[src/hdl/bgl_pkg.sv]
// ---------------------------------------------------------------------------
// bgl_pkg
// shared constants, register indexes, micro-op codes and control structs
// ---------------------------------------------------------------------------
`timescale 1ns / 1ps
`default_nettype none

package bgl_pkg;

  localparam int unsigned MAX_LINES = 64;
  localparam int unsigned LIMIT_W   = 7;
  localparam int unsigned WIDE_W    = 64;
  localparam int unsigned STEP_CNT_W = 7;

  // 6e9 us per centi-bpm minute in q16
  localparam logic [WIDE_W-1:0] STEP_NUM = 64'd393216000000000;

  localparam logic [2:0] REG_TEMPO  = 3'd0;
  localparam logic [2:0] REG_SUBDIV = 3'd1;
  localparam logic [2:0] REG_BEATS  = 3'd2;
  localparam logic [2:0] REG_OFFSET = 3'd3;
  localparam logic [2:0] REG_LIMIT  = 3'd4;

  localparam logic [16:0] TEMPO_RST  = 17'd12000;
  localparam logic [4:0]  SUBDIV_RST = 5'd4;
  localparam logic [4:0]  BEATS_RST  = 5'd4;
  localparam logic [31:0] OFFSET_RST = 32'd0;
  localparam logic [6:0]  LIMIT_RST  = 7'd64;

  typedef enum logic [4:0] {
    OP_LOAD,
    OP_STEP,
    OP_BAR,
    OP_PHASE,
    OP_FIRST,
    OP_LAST,
    OP_COUNT,
    OP_BEATDIV,
    OP_BARDIV,
    OP_CEILDIV,
    OP_STRIDEMUL,
    OP_ALIGN,
    OP_INC,
    OP_ACC,
    OP_NORM,
    OP_BEAT,
    OP_EMIT
  } op_e;

  typedef enum logic [1:0] {
    STRIDE_SUB,
    STRIDE_BEAT,
    STRIDE_BAR
  } stride_e;

  typedef struct packed {
    logic [16:0]        tempo;
    logic [4:0]         subdiv;
    logic [4:0]         beats;
    logic signed [31:0] offset;
    logic [6:0]         limit;
  } cfg_t;

  typedef struct packed {
    logic go;
    op_e  op;
  } cmd_t;

  typedef struct packed {
    logic done;
    logic degenerate;
    logic empty;
    logic over;
    logic more;
    logic last_line;
    logic out_free;
  } status_t;

endpackage

`default_nettype wire

[src/hdl/bgl_ctrl.sv]
// ---------------------------------------------------------------------------
// bgl_ctrl
// sequencer: walks the micro-op list for one window, then steps the lines
// ---------------------------------------------------------------------------
`timescale 1ns / 1ps
`default_nettype none

module bgl_ctrl (
  input  wire logic             clk_i,
  input  wire logic             rst_ni,
  input  wire logic             in_valid_i,
  input  wire bgl_pkg::status_t status_i,
  output bgl_pkg::cmd_t         cmd_o,
  output logic                  busy_o
);

  localparam logic [1:0] S_IDLE  = 2'd0;
  localparam logic [1:0] S_ISSUE = 2'd1;
  localparam logic [1:0] S_WAIT  = 2'd2;
  localparam logic [1:0] S_EMIT  = 2'd3;

  logic [1:0]   state_q, state_d;
  bgl_pkg::op_e op_q, op_d;

  always_comb begin
    state_d   = state_q;
    op_d      = op_q;
    cmd_o.go  = 1'b0;
    cmd_o.op  = op_q;
    case (state_q)
      S_IDLE: begin
        if (in_valid_i) begin
          cmd_o.go = 1'b1;
          cmd_o.op = bgl_pkg::OP_LOAD;
          op_d     = bgl_pkg::OP_LOAD;
          state_d  = S_WAIT;
        end
      end
      S_ISSUE: begin
        cmd_o.go = 1'b1;
        state_d  = S_WAIT;
      end
      S_WAIT: begin
        if (status_i.done) begin
          state_d = S_ISSUE;
          case (op_q)
            bgl_pkg::OP_LOAD: begin
              if (status_i.degenerate) begin
                state_d = S_IDLE;
              end else begin
                op_d = bgl_pkg::OP_STEP;
              end
            end
            bgl_pkg::OP_STEP:  op_d = bgl_pkg::OP_BAR;
            bgl_pkg::OP_BAR:   op_d = bgl_pkg::OP_PHASE;
            bgl_pkg::OP_PHASE: op_d = bgl_pkg::OP_FIRST;
            bgl_pkg::OP_FIRST: op_d = bgl_pkg::OP_LAST;
            bgl_pkg::OP_LAST: begin
              if (status_i.empty) begin
                state_d = S_IDLE;
              end else begin
                op_d = bgl_pkg::OP_COUNT;
              end
            end
            bgl_pkg::OP_COUNT: begin
              op_d = status_i.over ? bgl_pkg::OP_BEATDIV : bgl_pkg::OP_ALIGN;
            end
            bgl_pkg::OP_BEATDIV: begin
              op_d = status_i.over ? bgl_pkg::OP_BARDIV : bgl_pkg::OP_ALIGN;
            end
            bgl_pkg::OP_BARDIV: begin
              op_d = status_i.over ? bgl_pkg::OP_CEILDIV : bgl_pkg::OP_ALIGN;
            end
            bgl_pkg::OP_CEILDIV:   op_d = bgl_pkg::OP_STRIDEMUL;
            bgl_pkg::OP_STRIDEMUL: op_d = bgl_pkg::OP_ALIGN;
            bgl_pkg::OP_ALIGN:     op_d = bgl_pkg::OP_INC;
            bgl_pkg::OP_INC:       op_d = bgl_pkg::OP_ACC;
            bgl_pkg::OP_ACC:       op_d = bgl_pkg::OP_NORM;
            bgl_pkg::OP_NORM:      op_d = bgl_pkg::OP_BEAT;
            bgl_pkg::OP_BEAT: begin
              op_d    = bgl_pkg::OP_EMIT;
              state_d = S_EMIT;
            end
            default: state_d = S_IDLE;
          endcase
        end
      end
      S_EMIT: begin
        cmd_o.op = bgl_pkg::OP_EMIT;
        if (!status_i.more) begin
          state_d = S_IDLE;
        end else if (status_i.out_free) begin
          cmd_o.go = 1'b1;
          if (status_i.last_line) begin
            state_d = S_IDLE;
          end
        end
      end
      default: state_d = S_IDLE;
    endcase
  end

  always_ff @(posedge clk_i or negedge rst_ni) begin
    if (!rst_ni) begin
      state_q <= S_IDLE;
      op_q    <= bgl_pkg::OP_LOAD;
    end else begin
      state_q <= state_d;
      op_q    <= op_d;
    end
  end

  assign busy_o = (state_q != S_IDLE);

endmodule

`default_nettype wire

[config.mk]
export PLATFORM = sky130hd
export DESIGN_NAME = bgl_ctrl
export DESIGN_NICKNAME = d
export VERILOG_FILES = /design/src/hdl/bgl_pkg.sv /design/src/hdl/bgl_ctrl.sv
export SDC_FILE = /design/constraint.sdc
export NUM_CORES = 1
export LEC_CHECK = 0
export BUFFER_PORTS_ARGS = -buffer_cell sky130_fd_sc_hd__buf_2
export CORE_ASPECT_RATIO = 1.4
export CORE_MARGIN = 8
export CORE_UTILIZATION = 35
export DETAILED_ROUTE_END_ITERATION = 12
export SLEW_MARGIN = 40
export SYNTH_ARGS = -nofsm -noshare
export SYNTH_HDL_FRONTEND = slang
export SYNTH_SLANG_ARGS = --single-unit
[constraint.sdc]
create_clock -name clk_i -period 2.3 [get_ports clk_i]
set_input_delay 0.345 -clock clk_i [delete_from_list [all_inputs] [get_ports clk_i]]
set_output_delay 0.345 -clock clk_i [all_outputs]
set_load 0.01 [all_outputs]
==> run summary, run 1 <==
## Power and ir drop
- power per cell area: 1080 nW/um^2
- final total power: 0.817 mW
- leakage power total: 0.345 nW
- largest vdd supply drop: 0.000493 V

## Detailed routing
- routed wl met3: 75 um
- M1 wire length: 664 um
- Final ANT Viol Nets: 0
- routed via count divided by cell count: 5.57
- Vias: 641
- DRC marker count from the first detailed-route iteration: 9
- number of search-and-repair iterations in the first detailed-routing pass: 4
- met2 wirelength from detailed routing: 791 um
- Residual DRC: 0
- wire length after detailed routing: 1570 um
- top routing layer used: met4
- average routed wire per standard cell: 13.6 um

## Global route
- first-pass GRT wire length: 2550 um
- vias in the first global route: 614
- largest net degree at the start of global routing: 14
- total grt overflow: 0
- overall routing resource usage: 9.30%
- antenna violations before repair: 0

## Worst setup path
- CP bufs+invs: 2
- crit path launch type: flop
- gate family responsible for the most delay along the worst path: simple AND/OR/NAND/NOR gates
- Cell Chain, Critical Path: inv_1 -> ha_1 -> and2b_1 -> nor2_1 -> o22ai_1 -> buf_2
- cell depth of the worst flop-to-flop path: 6
- reg-to-reg setup timing slack: 0.53 ns
- CP peak stage delay: 0.38 ns
- Arr. time, crit path: 1.72 ns
- required time worst endpoint: 1.96 ns
- highest fanout seen on the critical path: 6
- reg2reg end: state_q[1]
- worst reg2reg path startpoint: state_q[0]
- Critical-path top delay cell: sky130_fd_sc_hd__dfrtp_1
- number of cells on the critical path: 6
- Setup CP Type: reg2out
- category of the worst setup path capture point: primary output

## Clock network
- clock tree from TritonCTS: built
- clock transition at the register clock pins on the worst setup and hold paths after CTS: 0.05 ns
- total CTS buffers: 3
- clock latency on the worst-skew pair: 0.25 ns
- Max Root-Sink Buffers: 2
- CTS H-tree lvls: 1
- Sinks on Clock Net: 7
- clock tree root driver cell: sky130_fd_sc_hd__clkbuf_4

## Yosys
- Yosys warning total: 0
- Syn Inst Count: 79
- synthesized net count: 94
- share of the synthesized area in compound gates (AO/OA/AOI/OAI): 27.6%
- arithmetic-cell share of the synthesized area counting full adders, half adders and majority gates: 9.58%
- sequential cell area fraction in the yosys report: 26.8%
- primary flip-flop cell chosen by synthesis mapping: sky130_fd_sc_hd__dfrtp_1
- most frequent cell after synthesis: sky130_fd_sc_hd__nor2_1
- XOR/XNOR Fraction of Synth Area: 0%
- post-synthesis share of cell area spent on and, or, nand and nor gates: 22.2%
- mean area per synthesized cell: 8.27 sq um
- count of different cell masters after synthesis: 34
- top cells by area, synth: sky130_fd_sc_hd__dfrtp_1 27%, sky130_fd_sc_hd__ha_1 9.6%, sky130_fd_sc_hd__nor2_1 4.6%
- Yosys top cell area share: 26.8%
- post-synthesis cell type with the largest combined area: sky130_fd_sc_hd__dfrtp_1
- post-synthesis sequential element count: 7
- netlist area before placement: 653 sq um
- Post-synth EDFFs: 0
- most used standard cells in the synthesized netlist: 8 x sky130_fd_sc_hd__nor2_1, 7 x sky130_fd_sc_hd__dfrtp_1, 7 x sky130_fd_sc_hd__inv_1
- mux share of post-synthesis cell area: 3.26%
- largest family of logic cells by synthesized area: compound AO/OA/AOI/OAI gates
- asr flop ratio synth: 100%

## Placed design
- DPL Wire Length: 1240 um
- Setup WS pre-CTS: 0.488 ns
- DP Area: 719 sq um
- PortBufs: 16
- final weighted congestion of routability-driven global placement: 0.849

## Die
- horizontal die dimension: 52.5 um
- Starting Density: 37.2%
- die span in y: 67.1 um
- num rows: 18
- Total Die Area: 3520 sq um
- # IOs: 17
- area inside the core boundary: 1760 sq um

## STA
- Max Fclk: 485 MHz
- final critical-path setup slack: 0.239 ns
- final critical-path share of the clock period: 89.6%
- Setup violations, final: 0
- Worst Max-Slew Pin Slew: 0.370 ns
- Final Slew Violations: 0
- unrepaired setup endpoints after global routing: false
- setup total negative slack: 0 ns
- number of failing hold endpoints at the final stage: 0
- clock skew: 0.00150 ns
- headroom to the max-slew limit: 75.3%
- Min Clock Period, post-route: 2.06 ns

## Flow run
- count of max-cap constraint violations: 0

## Cells and area
- # nets final: 111
- Finished Core Util: 43.0%
- # diodes: 0
- final cell area excluding filler cells: 756 sq um
- area added between synthesis and finish: 15.7%
- share of cells above drive strength 1: 24.2%

## Outcome
- status: finished, final reports clean

## Worst hold path
- worst min-delay path category: in2async

registers in the layout, summed over array words and instances (netlist names):
signal and count:
op_q 5, state_q 2
worst max-delay path by stage:
stage / from / endpoint / slack, ns
finish: state_q[0] / cmd_o[4] / 0.24
global route: state_q[0] / cmd_o[4] / 0.04
CTS: state_q[0] / cmd_o[4] / 0.20
detailed placement: state_q[0] / cmd_o[4] / 0.49
global placement: state_q[0] / cmd_o[4] / 0.49
floorplan: state_q[0] / state_q[1] / 0.70
final cells by class:
| cell class | instances | area (sq um) |
|---|---|---|
| Tap cell | 20 | 25.0 |
| Timing Repair Buffer | 17 | 90.1 |
| Inverter | 8 | 30.0 |
| Fill cell | 203 | 1000 |
| Clock buffer | 4 | 26.3 |
| Multi-Input combinational cell | 59 | 409 |
| Sequential cell | 7 | 175 |
cell families (layout without fill, tap and decap cells):
| family | Yosys count | in the layout |
|---|---|---|
| flops | 7 | 7 |
| compound gates | 25 | 25 |
| simple gates | 27 | 27 |
| buf+inv | 13 | 29 |
| mux | 2 | 2 |
| fa+ha+maj | 5 | 5 |
metrics by stage:
stage / instances / hold slack [ns]
after floorplan: 79 / 0.0494
after global placement: 110 / 0.184
after detailed placement: 110 / 0.188
after CTS: 115 / 0.452
after global routing: 115 / 0.457
final: 115 / 0.454
cell usage in the layout (no fill, tap or decap), types with 3 or more instances in the layout:
| cell | n |
|---|---|
| sky130_fd_sc_hd__a21oi_1 | 3 |
| sky130_fd_sc_hd__a31oi_1 | 4 |
| sky130_fd_sc_hd__buf_2 | 16 |
| sky130_fd_sc_hd__clkbuf_4 | 3 |
| sky130_fd_sc_hd__dfrtp_1 | 7 |
| sky130_fd_sc_hd__ha_1 | 5 |
| sky130_fd_sc_hd__inv_1 | 7 |
| sky130_fd_sc_hd__nand2_1 | 4 |
| sky130_fd_sc_hd__nand3_1 | 3 |
| sky130_fd_sc_hd__nor2_1 | 8 |
| sky130_fd_sc_hd__o21ai_0 | 3 |
| sky130_fd_sc_hd__o22ai_1 | 3 |
timing repair:
action | 4_1_cts | 5_1_grt
hold buffers | 1 | 0
endpoints found under the hold margin | 7 | 0
buffers inserted | 0 | 0
setup endpoints to repair | 0 | 0
resized for setup | 0 | 0
per-layer routing:
metal | GRT usage [%] | vias to the layer above
met5 | 0 | -
li1 | - | 321
met3 | 3.12 | 4
met1 | 9.57 | 295
met4 | 5.19 | 0
met2 | 15.9 | 21
power breakdown:
part | internal, mW | total [mW] | switching (mW)
Sequential | 0.158 | 0.221 | 0.0632
Combinational | 0.212 | 0.488 | 0.276
Clock | 0.0660 | 0.108 | 0.0419
Total | 0.436 | 0.817 | 0.381
Note: power is estimated with default switching activity, not from simulation.
==> inputs of run 2 (changes only) <==
--- a/config.mk
+++ b/config.mk
@@ -6,4 +6,5 @@
 export NUM_CORES = 1
 export LEC_CHECK = 0
+export ABC_AREA = 1
 export BUFFER_PORTS_ARGS = -buffer_cell sky130_fd_sc_hd__buf_2
 export CORE_ASPECT_RATIO = 1.4
==> constraint.sdc (replaced) <==
create_clock -name clk_i -period 2.3 [get_ports clk_i]
set_input_delay 0.345 -clock clk_i [delete_from_list [all_inputs] [get_ports clk_i]]
set_output_delay 0.345 -clock clk_i [all_outputs]
set_load 0.1 [all_outputs]
==> run 2 against run 1 <==
Compared with the run above:
- synthesized area increased by 29%
- clock-buffer cell count unchanged
- non-clock buffer count unchanged
- total power increased by 61%
- combinational power increased by 100%
- largest power group unchanged
- critical path depth decreased by 1
- die area increased by 20%
- first-iteration DRC count increased to 3.1 times the previous value
- via count increased by 53%
- final cell count increased by 62%
- sequential share of layout area decreased by 5.2 points
==> run summary, run 2 <==
## Outcome
- status: finished, final reports clean

## Die
- area inside the core boundary: 2340 sq um, +33%
- Total Die Area: 4240 sq um, +20%
- horizontal die dimension: 57.4 um, +9.3%
- die span in y: 74.0 um, +10%
- num rows: 21, +3
- # IOs: 17, unchanged
- Starting Density: 35.9%, -1.3 points

## STA
- unrepaired setup endpoints after global routing: false
- Max Fclk: 484 MHz, -0.32%
- final worst hold slack: 0.442 ns, -0.0118 ns
- Setup violations, final: 0, unchanged
- final critical-path share of the clock period: 89.9%, +0.29 points
- clock skew: 0.00208 ns, +0.000589 ns
- headroom to the max-slew limit: 67.6%, -7.7 points
- number of failing hold endpoints at the final stage: 0, unchanged
- Worst Max-Slew Pin Slew: 0.489 ns, +0.119 ns
- Min Clock Period, post-route: 2.07 ns, +0.00660 ns
- Final Slew Violations: 0, unchanged

## Detailed routing
- met2 wirelength from detailed routing: 1260 um, +60%
- wire length after detailed routing: 2400 um, +53%
- top routing layer used: met4
- routed wl met3: 117 um, +56%
- number of search-and-repair iterations in the first detailed-routing pass: 4, unchanged
- DRC marker count from the first detailed-route iteration: 28, +19
- Final ANT Viol Nets: 0, unchanged
- Residual DRC: 0, unchanged
- routed via count divided by cell count: 5.26, -5.6%
- average routed wire per standard cell: 12.9 um, -5.3%
- M1 wire length: 967 um, +46%
- Vias: 979, +53%

## Worst setup path
- crit path launch type: flop
- category of the worst setup path capture point: primary output
- required time worst endpoint: 1.96 ns, about the same
- Arr. time, crit path: 1.72 ns, about the same
- highest fanout seen on the critical path: 5, -1
- Setup CP Type: reg2out

## Power and ir drop
- switching fraction of total power: 64.1%, +17 points
- share of power burned in registers: 15.8%, -11 points
- largest vdd supply drop: 0.000605 V, +23%
- power share of the clock group: 8.6%, -4.6 points
- power per cell area: 1350 nW/um^2, +25%
- internal power contribution: 0.473 mW, +8.6%
- Net Switching: 0.845 mW, +120%
- combinational fraction of design power: 75.6%, +16 points
- leakage power total: 0.532 nW, +54%

## Yosys
- largest family of logic cells by synthesized area: simple AND/OR/NAND/NOR gates
- most used standard cells in the synthesized netlist: 40 x sky130_fd_sc_hd__nand2_1, 25 x sky130_fd_sc_hd__nor2_1, 17 x sky130_fd_sc_hd__inv_1
- Post-synth EDFFs: 0, unchanged
- mux share of post-synthesis cell area: 0%, -3.3 points
- share of the synthesized area in compound gates (AO/OA/AOI/OAI): 11.3%, -16 points
- synthesized net count: 160, +70%
- XOR/XNOR Fraction of Synth Area: 0%, unchanged
- asr flop ratio synth: 100%, unchanged
- most frequent cell after synthesis: sky130_fd_sc_hd__nand2_1
- post-synthesis sequential element count: 7, unchanged
- arithmetic-cell share of the synthesized area counting full adders, half adders and majority gates: 7.45%, -2.1 points
- netlist area before placement: 840 sq um, +29%
- post-synthesis share of cell area spent on and, or, nand and nor gates: 49.0%, +27 points
- count of different cell masters after synthesis: 22, -35%
- top cells by area, synth: sky130_fd_sc_hd__dfrtp_1 21%, sky130_fd_sc_hd__nand2_1 18%, sky130_fd_sc_hd__nor2_1 11%
- mean area per synthesized cell: 5.79 sq um, -30%
- primary flip-flop cell chosen by synthesis mapping: sky130_fd_sc_hd__dfrtp_1
- Syn Inst Count: 145, +84%
- Yosys warning total: 0, unchanged
- Yosys top cell area share: 20.9%, -6.0 points
- sequential cell area fraction in the yosys report: 20.9%, -6.0 points
- post-synthesis cell type with the largest combined area: sky130_fd_sc_hd__dfrtp_1

## Clock network
- Sinks on Clock Net: 7, unchanged
- CTS H-tree lvls: 1, unchanged
- clock tree root driver cell: sky130_fd_sc_hd__clkbuf_4
- Max Root-Sink Buffers: 2, unchanged
- total CTS buffers: 3, unchanged
- clock tree from TritonCTS: built
- clock latency on the worst-skew pair: 0.25 ns, about the same
- clock transition at the register clock pins on the worst setup and hold paths after CTS: 0.05 ns, about the same

## Cells and area
- area added between synthesis and finish: 16.1%
- highest-count cells in the layout ignoring fill and taps: 40 x sky130_fd_sc_hd__nand2_1, 25 x sky130_fd_sc_hd__nor2_1, 17 x sky130_fd_sc_hd__inv_1
- Regs by FF count: op_q x5, state_q x2
- number of flip-flops in the largest register: 5, unchanged
- Finished Core Util: 41.7%, -1.3 points
- # nets final: 179, +61%
- share of cells above drive strength 1: 20.9%, -3.4 points
- most common library cell in the layout ignoring fill and taps: sky130_fd_sc_hd__nand2_1
- # diodes: 0, unchanged
- Biggest register: op_q

## Global route
- largest net degree at the start of global routing: 10, -4
- antenna violations before repair: 0, unchanged
- total grt overflow: 0, unchanged
- overall routing resource usage: 11.6%, +2.3 points
- vias in the first global route: 903, +47%
- first-pass GRT wire length: 3830 um, +50%

## Flow run
- count of max-cap constraint violations: 0, unchanged

## Placed design
- DPL Wire Length: 2010 um, +62%
- PortBufs: 16, unchanged
- final weighted congestion of routability-driven global placement: 0.874, +2.9%

## Worst hold path
- worst min-delay path category: in2async

run 2: critical path, stage by stage, from the launching register on:
cell,delay (ns)
sky130_fd_sc_hd__dfrtp_1,0.38
sky130_fd_sc_hd__inv_1,0.11
sky130_fd_sc_hd__ha_1,0.34
sky130_fd_sc_hd__a21oi_2,0.25
sky130_fd_sc_hd__o22ai_2,0.09
sky130_fd_sc_hd__buf_2,0.30
run 2: layout make-up:
type / instances / area [sq um]
Clock buffer: 4 / 26.3
Fill cell: 270 / 1360
Inverter: 19 / 71.3
Multi-Input combinational cell: 116 / 583
Sequential cell: 7 / 175
Tap cell: 23 / 28.8
Timing Repair Buffer: 17 / 90.1
run 2: worst paths after layout:
| path | slack (ns) | cells past startpoint | start | to |
|---|---|---|---|---|
| max reg2reg | 0.58 | 10 | state_q[0] | op_q[0] |
| min | 0.44 | 2 | rst_ni | op_q[3] |
| min reg2reg | 0.62 | 2 | op_q[1] | op_q[1] |
| min in group clk_i | 0.51 | 4 | status_i[2] | state_q[0] |
| max | 0.23 | 5 | state_q[0] | cmd_o[4] |
| max in group asynchronous | 1.71 | 2 | rst_ni | op_q[2] |
run 2: repair_timing:
action                     4_1_cts  5_1_grt
setup buffers                    0        0
setup endpoints to repair        0        5
hold endpoints to repair         7        0
hold buffers                     1        0
resized for setup                0        1
run 2: layer usage:
layer  vias up  track usage [%]
li1        503                -
met5         -                0
met4         0             5.87
met2        29             22.7
met1       441             11.1
met3         6             2.08
run 2: logic make-up after synthesis:
logic type,Yosys count
AO/OA/AOI/OAI,17
buffers and inverters,22
adder cells (fa/ha/maj),5
AND/OR/NAND/NOR,94
flip-flops,7
run 2: stage by stage:
step	setup WS (ns)	instance area [sq um]	cells	total power, mW	TNS [ns]
2_1_floorplan	-0.140	850	145	1.01	-0.561
3_3_place_gp	0.427	935	181	1.18	0
3_5_place_dp	0.386	935	181	1.19	0
4_1_cts	0.101	971	186	1.31	0
5_1_grt	0.107	975	186	1.42	0
6_report	0.232	975	186	1.32	0
run 2: power groups by stage:
stage | Clock (mW) | Sequential (mW) | Combinational [mW]
floorplan | 0 | 0.189 | 0.819
global placement | 0 | 0.207 | 0.978
detailed placement | 0 | 0.209 | 0.985
CTS | 0.113 | 0.209 | 0.989
global route | 0.124 | 0.214 | 1.09
finish | 0.113 | 0.208 | 0.997
